$ cat config.mk
export PLATFORM = sky130hd
export DESIGN_NAME = scancode_set1_keyboard_decoder_unit_flat
export DESIGN_NICKNAME = d
export VERILOG_FILES = /design/src/sv/scs1_pkg.sv /design/src/sv/scs1_if.sv /design/src/sv/scs1_key_rom.sv /design/src/sv/scs1_decode.sv /design/src/sv/scancode_set1_keyboard_decoder_unit.sv /design/src/flat_wrapper.sv
export SDC_FILE = /design/constraint.sdc
export NUM_CORES = 1
export LEC_CHECK = 0
export BUFFER_PORTS_ARGS = -buffer_cell sky130_fd_sc_hd__buf_2
export CAP_MARGIN = 15
export CELL_PAD_IN_SITES_DETAIL_PLACEMENT = 1
export CELL_PAD_IN_SITES_GLOBAL_PLACEMENT = 2
export CORE_AREA = 2 2 64 111
export DETAILED_ROUTE_END_ITERATION = 10
export DIE_AREA = 0 0 66 113
export PLACE_DENSITY_LB_ADDON = 0.08
export SETUP_SLACK_MARGIN = 0.4
export SLEW_MARGIN = 5
export SYNTH_ARGS = -nofsm -noshare
export SYNTH_HDL_FRONTEND = slang
export SYNTH_SLANG_ARGS = --single-unit
$ cat constraint.sdc
create_clock -name clk -period 1.9 [get_ports clk]
set_clock_uncertainty 0.2 [all_clocks]
set_input_delay 0.285 -clock clk [delete_from_list [all_inputs] [get_ports clk]]
set_output_delay 0.285 -clock clk [all_outputs]
set_load 0.1 [all_outputs]
$ cat src/sv/scs1_pkg.sv
// Shared types and constants for the set-1 scan code decoder.
// Holds the action codes, key codes, stage struct and the key table.
// No dependencies.
`default_nettype none

package scs1_pkg;

  typedef enum logic [2:0] {
    ACT_NONE      = 3'd0,
    ACT_CHAR      = 3'd1,
    ACT_BACKSPACE = 3'd2,
    ACT_CAPTURE   = 3'd3,
    ACT_FONT_DOWN = 3'd4,
    ACT_FONT_UP   = 3'd5
  } action_t;

  localparam logic [7:0] KEY_LSHIFT  = 8'h2A;
  localparam logic [7:0] KEY_RSHIFT  = 8'h36;
  localparam logic [7:0] KEY_CAPS    = 8'h3A;
  localparam logic [7:0] KEY_CTRL    = 8'h1D;
  localparam logic [7:0] KEY_SPACE   = 8'h39;
  localparam logic [7:0] BREAK_BIT   = 8'h80;
  localparam logic [7:0] MAKE_LOW    = 8'h01;
  localparam logic [7:0] MAKE_HIGH   = 8'h3A;
  localparam logic [7:0] BREAK_LOW   = 8'h81;
  localparam logic [7:0] BREAK_HIGH  = 8'hBA;
  localparam logic [7:0] CASE_OFFSET = 8'h20;

  localparam logic [7:0] CH_SPACE     = 8'h20;
  localparam logic [7:0] CH_BACKSPACE = 8'h08;
  localparam logic [7:0] CH_LOWER_R   = 8'h72;
  localparam logic [7:0] CH_COMMA     = 8'h2C;
  localparam logic [7:0] CH_PERIOD    = 8'h2E;
  localparam logic [7:0] CH_LOWER_A   = 8'h61;
  localparam logic [7:0] CH_LOWER_Z   = 8'h7A;

  localparam int unsigned KEY_DEPTH = 64;
  localparam int unsigned KEY_AW    = $clog2(KEY_DEPTH);

  // Character for each make code, indexed by the low six bits of the code.
  localparam logic [7:0] KEY_TABLE [KEY_DEPTH] = '{
    8'hFA, 8'hFA, 8'h31, 8'h32, 8'h33, 8'h34, 8'h35, 8'h36,
    8'h37, 8'h38, 8'h39, 8'h30, 8'h2D, 8'h3D, 8'h08, 8'h09,
    8'h71, 8'h77, 8'h65, 8'h72, 8'h74, 8'h79, 8'h75, 8'h69,
    8'h6F, 8'h70, 8'h5B, 8'h5D, 8'h0A, 8'h00, 8'h61, 8'h73,
    8'h64, 8'h66, 8'h67, 8'h68, 8'h6A, 8'h6B, 8'h6C, 8'h3B,
    8'h27, 8'h60, 8'h00, 8'h5C, 8'h7A, 8'h78, 8'h63, 8'h76,
    8'h62, 8'h6E, 8'h6D, 8'h2C, 8'h2E, 8'h00, 8'h00, 8'h00,
    8'h00, 8'h00, 8'h00, 8'h00, 8'h00, 8'h00, 8'h00, 8'h00
  };

  // Lookup stage contents handed to the decode stage.
  typedef struct packed {
    logic       valid;
    logic [7:0] code;
    logic [7:0] key;
  } lookup_t;

endpackage

`default_nettype wire

$ cat src/sv/scs1_if.sv
// Valid/ready channel interfaces for the scan code decoder.
// Depends on scs1_pkg for the action type.
`default_nettype none

interface scs1_in_if;
  logic       valid;
  logic       ready;
  logic [7:0] scan_code;

  modport source (output valid, output scan_code, input ready);
  modport sink (input valid, input scan_code, output ready);
endinterface

interface scs1_out_if;
  import scs1_pkg::*;
  logic       valid;
  logic       ready;
  action_t    action;
  logic [7:0] char_code;

  modport source (output valid, output action, output char_code, input ready);
  modport sink (input valid, input action, input char_code, output ready);
endinterface

`default_nettype wire

$ cat src/sv/scs1_key_rom.sv
// Lookup stage: synchronous, registered key table read.
// Depends on scs1_pkg for the table and the stage struct.
`default_nettype none

module scs1_key_rom (
  input  wire logic              clk,
  input  wire logic              rst_n,
  input  wire logic              load,
  input  wire logic [7:0]        code,
  input  wire logic              take,
  output scs1_pkg::lookup_t      stage
);
  import scs1_pkg::*;

  logic [7:0] rom_mem [KEY_DEPTH];
  logic       valid_r, valid_nxt;
  logic [7:0] code_r;
  logic [7:0] key_r;

  always_comb begin
    for (int i = 0; i < KEY_DEPTH; i++) begin
      rom_mem[i] = KEY_TABLE[i];
    end
  end

  always_comb begin
    valid_nxt = valid_r;
    if (load) begin
      valid_nxt = 1'b1;
    end else if (take) begin
      valid_nxt = 1'b0;
    end
  end

  always_ff @(posedge clk) begin
    if (!rst_n) begin
      valid_r <= 1'b0;
    end else begin
      valid_r <= valid_nxt;
    end
  end

  always_ff @(posedge clk) begin
    if (load) begin
      code_r <= code;
      key_r  <= rom_mem[code[KEY_AW-1:0]];
    end
  end

  assign stage.valid = valid_r;
  assign stage.code  = code_r;
  assign stage.key   = key_r;

endmodule

`default_nettype wire

$ cat src/sv/scs1_decode.sv
// Decode stage: modifier flags, action selection and the result register.
// Depends on scs1_pkg for action codes, key codes and the stage struct.
`default_nettype none

module scs1_decode (
  input  wire logic              clk,
  input  wire logic              rst_n,
  input  wire scs1_pkg::lookup_t stage,
  output logic                   take,
  output logic                   out_valid,
  input  wire logic              out_ready,
  output scs1_pkg::action_t      out_action,
  output logic [7:0]             out_char
);
  import scs1_pkg::*;

  logic       shift_r, shift_nxt;
  logic       ctrl_r, ctrl_nxt;
  logic       caps_r, caps_nxt;
  logic       valid_r, valid_nxt;
  action_t    action_r, action_nxt;
  logic [7:0] char_r, char_nxt;

  assign take = stage.valid && (!valid_r || out_ready);

  always_comb begin
    shift_nxt  = shift_r;
    ctrl_nxt   = ctrl_r;
    caps_nxt   = caps_r;
    action_nxt = ACT_NONE;
    char_nxt   = 8'h00;
    if (stage.code inside {[MAKE_LOW:MAKE_HIGH]}) begin
      if (stage.code == KEY_CTRL) begin
        ctrl_nxt = 1'b1;
      end else if (stage.code == KEY_LSHIFT || stage.code == KEY_RSHIFT) begin
        shift_nxt = 1'b1;
      end else if (stage.code == KEY_CAPS) begin
        caps_nxt = !caps_r;
      end else if (stage.code == KEY_SPACE) begin
        action_nxt = ACT_CHAR;
        char_nxt   = CH_SPACE;
      end else if (ctrl_r && stage.key == CH_LOWER_R) begin
        action_nxt = ACT_CAPTURE;
      end else if (ctrl_r && stage.key == CH_COMMA) begin
        action_nxt = ACT_FONT_DOWN;
      end else if (ctrl_r && stage.key == CH_PERIOD) begin
        action_nxt = ACT_FONT_UP;
      end else if (stage.key == CH_BACKSPACE) begin
        action_nxt = ACT_BACKSPACE;
      end else if (stage.key != 8'h00) begin
        action_nxt = ACT_CHAR;
        char_nxt   = stage.key;
        // Only letters are case-converted; punctuation and escape pass unchanged.
        if ((shift_r || caps_r) && stage.key inside {[CH_LOWER_A:CH_LOWER_Z]}) begin
          char_nxt = stage.key - CASE_OFFSET;
        end
      end
    end else if (stage.code inside {[BREAK_LOW:BREAK_HIGH]}) begin
      if (stage.code == (KEY_LSHIFT | BREAK_BIT) ||
          stage.code == (KEY_RSHIFT | BREAK_BIT)) begin
        shift_nxt = 1'b0;
      end else if (stage.code == (KEY_CTRL | BREAK_BIT)) begin
        ctrl_nxt = 1'b0;
      end
    end
  end

  always_comb begin
    valid_nxt = valid_r;
    if (take) begin
      valid_nxt = 1'b1;
    end else if (out_ready) begin
      valid_nxt = 1'b0;
    end
  end

  always_ff @(posedge clk) begin
    if (!rst_n) begin
      shift_r <= 1'b0;
      ctrl_r  <= 1'b0;
      caps_r  <= 1'b0;
      valid_r <= 1'b0;
    end else begin
      valid_r <= valid_nxt;
      if (take) begin
        shift_r <= shift_nxt;
        ctrl_r  <= ctrl_nxt;
        caps_r  <= caps_nxt;
      end
    end
  end

  always_ff @(posedge clk) begin
    if (take) begin
      action_r <= action_nxt;
      char_r   <= char_nxt;
    end
  end

  assign out_valid  = valid_r;
  assign out_action = action_r;
  assign out_char   = char_r;

endmodule

`default_nettype wire

$ cat src/sv/scancode_set1_keyboard_decoder_unit.sv
// Top level of the set-1 scan code decoder: key table lookup, then decode.
// Depends on scs1_pkg, scs1_if, scs1_key_rom and scs1_decode.
//
//   Channel   Dir   Payload               Handshake
//   in_req    in    scan_code[7:0]        valid / ready
//   out_res   out   action[2:0], char[7:0] valid / ready
//
// One request is accepted per cycle unless a stalled result backs up into the lookup stage;
// each gives exactly one result, via the registered key table read and the result register.
// The modifier flags are updated in the decode stage, so back-to-back codes see
// the flags left by the code just before them. Reset clears flags and valids.
// A stalled result holds the result register; the lookup stage still fills behind it.
`default_nettype none

module scancode_set1_keyboard_decoder_unit (
  input  wire logic   clk,
  input  wire logic   rst_n,
  scs1_in_if.sink     in_req,
  scs1_out_if.source  out_res
);
  import scs1_pkg::*;

  lookup_t stage;
  logic    take;
  logic    in_fire;

  assign in_req.ready = !stage.valid || take;
  assign in_fire      = in_req.valid && in_req.ready;

  scs1_key_rom u_key_rom (
    .clk   (clk),
    .rst_n (rst_n),
    .load  (in_fire),
    .code  (in_req.scan_code),
    .take  (take),
    .stage (stage)
  );

  scs1_decode u_decode (
    .clk        (clk),
    .rst_n      (rst_n),
    .stage      (stage),
    .take       (take),
    .out_valid  (out_res.valid),
    .out_ready  (out_res.ready),
    .out_action (out_res.action),
    .out_char   (out_res.char_code)
  );

  a_fill_lookup: assert property (@(posedge clk) disable iff (!rst_n)
    in_fire |=> stage.valid)
    else $error("accepted request did not reach the lookup stage");

  a_drain_to_empty: assert property (@(posedge clk) disable iff (!rst_n)
    (stage.valid && !out_res.valid) |-> take)
    else $error("lookup stage stalled behind an empty result register");

  a_stall_only_full: assert property (@(posedge clk) disable iff (!rst_n)
    !in_req.ready |-> (stage.valid && out_res.valid && !out_res.ready))
    else $error("input stalled while the pipeline could advance");

  a_char_zero: assert property (@(posedge clk) disable iff (!rst_n)
    (out_res.valid && out_res.action != ACT_CHAR) |-> (out_res.char_code == 8'h00))
    else $error("non-character result carries a character code");

endmodule

`default_nettype wire
$ cat src/flat_wrapper.sv
// flat-port wrapper written by rule: the top's interface ports become plain ports
module scancode_set1_keyboard_decoder_unit_flat import scs1_pkg::*;
  (clk, rst_n, in_req_valid, in_req_scan_code, in_req_ready, out_res_valid, out_res_action, out_res_char_code, out_res_ready);
  scs1_in_if in_req_i ();
  scs1_out_if out_res_i ();
  input  wire logic clk;
  input  wire logic rst_n;
  input wire logic [$bits(in_req_i.valid)-1:0] in_req_valid;
  input wire logic [$bits(in_req_i.scan_code)-1:0] in_req_scan_code;
  output wire logic [$bits(in_req_i.ready)-1:0] in_req_ready;
  output wire logic [$bits(out_res_i.valid)-1:0] out_res_valid;
  output wire logic [$bits(out_res_i.action)-1:0] out_res_action;
  output wire logic [$bits(out_res_i.char_code)-1:0] out_res_char_code;
  input wire logic [$bits(out_res_i.ready)-1:0] out_res_ready;
  assign in_req_i.valid = in_req_valid;
  assign in_req_i.scan_code = in_req_scan_code;
  assign in_req_ready = in_req_i.ready;
  assign out_res_valid = out_res_i.valid;
  assign out_res_action = out_res_i.action;
  assign out_res_char_code = out_res_i.char_code;
  assign out_res_i.ready = out_res_ready;
  scancode_set1_keyboard_decoder_unit u_core (.clk(clk), .rst_n(rst_n), .in_req(in_req_i), .out_res(out_res_i));
endmodule
* Yosys cells after proc, flatten, opt, wreduce, memory -nomap -nowiden
Memories as Yosys holds them, arrays and structs flattened. A register that Yosys moved wholly into a read port is not among the register bits. Index checks and enable logic that the tools add are counted. W data, S select, Z words.
Storage, ports and cells: register bits 24, ROM bits 512, input bits 12, output and inout bits 13, memories 1
Cells by class: $add $sub $neg 1, order comparisons 6, equal/unequal tests 16, muxes and demuxes 27, bitwise logic cells 5, reductions and logical operators 30
Memory list:
- (no name shown) | depth 64, width 8, read ports 1, clocked after Yosys merged registers in 1, wr ports 0, RTL line scs1_key_rom.sv:46 | key_r <= rom_mem[code[KEY_AW-1:0]];
Operators with widths (number):
- $eq A8 B6 Y1 const B | 6
- $mux W6 | 6
- $eq A8 B8 Y1 const B | 3
- $mux W1 | 16
- $reduce_and A5 Y1 | 3
- $reduce_bool A2 Y1 | 5
- $reduce_or A10 Y1 | 1
- $logic_and A1 B1 Y1 | 9
- $eq A8 B4 Y1 const B | 1
- $eq A8 B5 Y1 const B | 1
- $eq A8 B7 Y1 const B | 1
- $ge A8 B1 Y1 const B | 1
- $ge A8 B7 Y1 const B | 1
- $ge A8 B8 Y1 const B | 1
- $le A8 B6 Y1 const B | 1
- $le A8 B7 Y1 const B | 1
- $le A8 B8 Y1 const B | 1
- $mux W8 | 1
- $reduce_bool A8 Y1 | 1
- $sub A8 B6 Y8 const B | 1
- $not A6 Y7 | 1
- $mux W3 | 2
- $reduce_or A6 Y1 | 1
- $logic_or A1 B1 Y1 | 5
- other kinds (7) | 15

* Longest topological paths before layout
depth after elaboration 10, gate-level depth with buffers 7, depth with buffers taken out 7

* By module
From an unflattened synthesis, not the netlist that was laid out.
Unflattened totals: cells, all modules 223, area total of the unflattened synthesis 2169.6 µm²
By module, submodules not included:
- scs1_key_rom | instances 1, cells an instance 127, area an instance 1246.2 µm²
- scs1_decode | instances 1, cells an instance 94, area an instance 900.9 µm²
- scancode_set1_keyboard_decoder_unit | instances 1, cells an instance 2, area an instance 22.5 µm²

* Worst setup path after synthesis
Ideal clock, no wire load.
path type register to register, start point register u_core.u_decode.valid_r, in the netlist u_core.u_decode.out_valid, end point register u_core.u_key_rom.code_r[0] (enable), library setup time 0.320 ns, arrival 2.403 ns, setup slack -1.023 ns, cell stages (with the launch flop) 4, path buffers 0, cell sequence dfxtp_1 -> nor2b_1 -> nand2_1 -> and2_1
On the way: longest elaborated chain between the ends 5
Ends and longest elaborated chain:
- start: declaration | RTL line scs1_decode.sv:20 | logic valid_r, valid_nxt;
- start signal: assignment | RTL line scs1_decode.sv:84 | valid_r <= valid_nxt;
- $logic_not A1 Y1 | RTL line scs1_decode.sv:24 | assign take = stage.valid && (!valid_r || out_ready);
- $logic_or A1 B1 Y1 | RTL line scs1_decode.sv:24
- $logic_and A1 B1 Y1 | RTL line scs1_decode.sv:24
- $logic_or A1 B1 Y1 | RTL line scancode_set1_keyboard_decoder_unit.sv:27 | assign in_req.ready = !stage.valid || take;
- via in_req_ready | RTL line flat_wrapper.sv:10 | output wire logic [$bits(in_req_i.ready)-1:0] in_req_ready;
- $logic_and A1 B1 Y1 | RTL line scancode_set1_keyboard_decoder_unit.sv:28 | assign in_fire = in_req.valid && in_req.ready;
- via u_core.in_fire | RTL line scancode_set1_keyboard_decoder_unit.sv:25 | logic in_fire;
- end signal: assignment | RTL line scs1_key_rom.sv:45 | code_r <= code;
- end: declaration | RTL line scs1_key_rom.sv:17 | logic [7:0] code_r;
The timed path passes the listed nets, and every way through them passes these cells. A chain may end at the register's enable or synchronous reset.

* Worst setup path after layout
start point register u_core.u_key_rom.key_r[2], end point register u_core.u_decode.char_r[2], in the netlist u_core.u_decode.out_char[2] (data pin)
On the way: longest elaborated chain between the ends 4
Ends and longest elaborated chain:
- start: declaration | RTL line scs1_key_rom.sv:18 | logic [7:0] key_r;
- $ge A8 B7 Y1 or $le A8 B7 Y1 (tied branches) | RTL line scs1_decode.sv:54 | if ((shift_r || caps_r) && stage.key inside {[CH_LOWER_A:CH_LOWER_Z]}) begin
- $logic_and A1 B1 Y1 (2 in series) | RTL line scs1_decode.sv:54
- $mux W8 | RTL line scs1_decode.sv:54
- end signal: assignment | RTL line scs1_decode.sv:96 | char_r <= char_nxt;
- end: declaration | RTL line scs1_decode.sv:22 | logic [7:0] char_r, char_nxt;
Several ways; a longest one is shown, not always the timed one.

==> impl_metrics.yaml <==
status:
  status: "complete, but fails checks"
  failed_checks: "negative setup slack"
timing:
  worst_pin_slew_ps: 471
  final_hold_viol_count: 0
  slew_headroom: 0.682
  post-route-min-period_ps: 2070
  slew_viol_final: 0
  fmax_ghz: 0.482
  setup_violations: 9
  whs_ps: 60.8
  min_period_over_period: 1.09
  fin_ws_ps: -173
  rsz0062_at_grt: "true"
synth:
  synth-edff-count: 27
  syn_inst: 219
  yosys-top-cells-area: "edfxtp_1, ha_1, dfxtp_1, nor2_1, a21oi_1"
  ys.flop_type: "edfxtp_1"
  ys_warn_count: 0
  async_flop_share: 0
  yosysSeqAreaShare: 0.435
  synth.avg_cell_area_sq_um: 9.55
  synth_top_area_cell: "edfxtp_1"
  synth-seq-cells: 32
  synth_area_sq_um: 2090
  synth_nets: 243
  synth_top_area_share: 0.388
  ys_types: 58
clock_tree:
  htree_num_levels: 2
  cts_buffer_depth: 2
  clk_latency_ps: 270
  cts-root-buf: "clkbuf_16"
  path_clk_slew_ps: 50
  cts_made_buffers: 5
  cts_tree: "yes"
  cts_sinks: 32
min_path:
  worstHoldPathType: "in -> reg"
  min_path_cells: 3
  worstHoldStart: "in_req_valid"
  worstHoldEndpoint: "u_core.u_key_rom.valid_r"
setup_path:
  r2r_cells: 5
  critPathLaunchType: "flip-flop"
  end_kind: "flip-flop"
  reg2reg_to: "u_core.u_decode.out_char[2]"
  critPathSlowestCell: "or4_4"
  cp.required_ps: 1730
  crit_chain: "or4_4, a21boi_1, o21a_1, o211a_4, and2_1"
  worstReg2RegStart: "u_core.u_key_rom.key_r[2]"
  criticalPathCategory: "reg -> reg"
  max_stage_delay_ps: 550
  cp_num_buf_inv: 0
  cp.arrival_ps: 1900
  critPathMaxFanout: 7
  cpLargestDelayFamily: "simple AND/OR/NAND/NOR gates"
  r2r_setup_slack_ps: -170
drt:
  viasPerCell: 5.21
  drc: 0
  wl_per_cell_um: 17.3
  vias: 1969
  first_pass_iters: 4
  ant_nets: 0
  wl_um: 6540
  drt-initial-drc-count: 62
die:
  io_pins: 25
  rows: 39
  start_util: 0.320
  die_x_um: 66
  die_h_um: 113
  core_area_sq_um: 6540
  dieArea_sq_um: 7460
power_and_ir_drop:
  ir_worst_vdd_v: 0.000339
  swShare: 0.289
  p_leak_nw: 1.29
  power.density_nw_per_um2: 663
  seq_power_share: 0.390
  clkPwrFrac: 0.348
  switching_power_w: 0.000620
  power_frac_comb: 0.262
  p_int_w: 0.00153
finish:
  drive_above_1_share: 0.446
  n_antenna_cell: 0
  fin_nets: 319
  syn_to_final_growth_pct: 54.8
  fin_area_sq_um: 3240
job:
  drv_cap: 0
grt:
  grt_util_met1: 0.143
  antenna_found_initial: 0
  grt_overflow: 0
  grt_pass1_vias: 2173
  grt_max_degree: 17
  grt_pass1_wl_um: 10300
  grtUsageTotal: 0.184
  use_met2: 0.399
  use_met3: 0.0249
  busiest_layer: "met2"
place:
  portBuffers: 24
  dpl_cell_area_sq_um: 2700
  post-dp-hpwl_um: 5050
  gp_congestion: 0.890
## kinds of logic after synthesis
family                     count (synthesis)  synth area share
AOI/OAI and AO/OA                         62             0.199
xor gates and xnor gates                   2           0.00837
adders and majority gates                 12            0.0718
buffers and inverters                     22            0.0407
DFF                                       32             0.435
muxes                                      5            0.0365
and+or+nand+nor                           84             0.208
## cell usage in the layout, fill, tap and decap left out, drive strengths merged, types with 3 or more instances in the layout
| cell type | count |
|---|---|
| a21boi | 4 |
| a21o | 3 |
| a21oi | 13 |
| and2 | 8 |
| and3 | 3 |
| buf | 74 |
| clkbuf | 10 |
| clkinvlp | 3 |
| dfxtp | 5 |
| edfxtp | 27 |
| ha | 12 |
| inv | 9 |
| nand2 | 17 |
| nand3 | 5 |
| nor2 | 21 |
| nor2b | 9 |
| nor3 | 5 |
| nor4 | 3 |
| o21a | 3 |
| o21ai | 15 |
## cell type report
type	instances	area, sq um
fill	733	3300
multi-input combinational	165	1370
sequential	32	915
timing repair buffer	79	656
clock buffer	7	133
tap	82	103
inverter	11	51.3
timing repair inverter	1	7.51
clock inverter	1	5.00
## registers in the layout, indices dropped and copies added, names as in the netlist, 3 cells and up
register,cells
u_core.u_key_rom.code_r,8
u_core.u_decode.out_char,8
u_core.u_key_rom.key_r,8
u_core.u_decode.out_action,3
## synthesized netlist by cell type, types with 2 or more instances
library cell,instances
nor2_1,21
mux2i_1,2
inv_1,9
nor3_1,5
nor4_1,3
o21ai_1,5
a21boi_1,3
a22oi_1,2
inv_2,2
nand3_1,5
nor2b_1,9
o211ai_1,2
nand2_1,17
and2_1,7
o31ai_1,2
o21ai_0,10
dfxtp_1,5
clkbuf_1,8
nand2b_1,2
and3_1,3
mux4_2,2
a21oi_1,13
a31oi_1,2
nand4_1,2
o21a_1,3
buf_2,2
nand3b_1,2
and3b_1,2
ha_1,12
a21o_1,3
edfxtp_1,27
## per-stage QoR
stage	power, W	cells	TNS [ps]	utilization	worst slack (ps)
final	0.00215	378	-1250	0.495	-173
after global routing	0.00223	378	-1780	0.495	-231
after CTS	0.00214	373	-1200	0.476	-168
after detailed placement	0.00132	357	-2070	0.413	-266
after global placement	0.00131	357	-1420	0.413	-176
after floorplan	0.00115	219	-945	-	-136
## timing repair
| item | CTS | global route |
|---|---|---|
| pin swaps | 17 | 24 |
| endpoints found under the hold margin | 2 | 0 |
| endpoints found under the setup margin | 42 | 30 |
| hold buffers | 2 | 0 |
| gates resized for setup | 54 | 25 |
| setup buffers | 5 | 5 |
| gates cloned | 1 | 0 |
## worst max path at each step
stage	startpoint	to	cells past startpoint
after global placement	in_req_scan_code[1]	u_core.u_key_rom.key_r[1]	7
final	u_core.u_key_rom.key_r[2]	u_core.u_decode.out_char[2]	5
after global routing	u_core.u_key_rom.key_r[0]	u_core.u_decode.out_char[6]	5
after floorplan	u_core.u_key_rom.key_r[2]	u_core.u_decode.out_char[6]	5
after detailed placement	in_req_scan_code[0]	u_core.u_key_rom.key_r[4]	7
after CTS	u_core.u_key_rom.key_r[2]	u_core.u_decode.out_char[6]	5
## worst min-delay path, stage by stage
cell and delay [ps]:
buf_2 90, a21oi_1 40, nor2b_1 80
## power by group through the flow
stage                     registers [W]  clock network (W)  logic (W)
after CTS                      0.000838           0.000767   0.000536
after detailed placement       0.000849                  0   0.000473
final                          0.000838           0.000747   0.000563
after global placement         0.000847                  0   0.000459
after global routing           0.000844           0.000784   0.000602
after floorplan                0.000947                  0   0.000203
## per-layer routing
layer / up-vias / wire [um]
met3: 10 / 138
met2: 33 / 4260
met5: - / 0
met4: 0 / 132
li1: 965 / -
met1: 961 / 2010
Note: power is estimated with default switching activity, not from simulation.
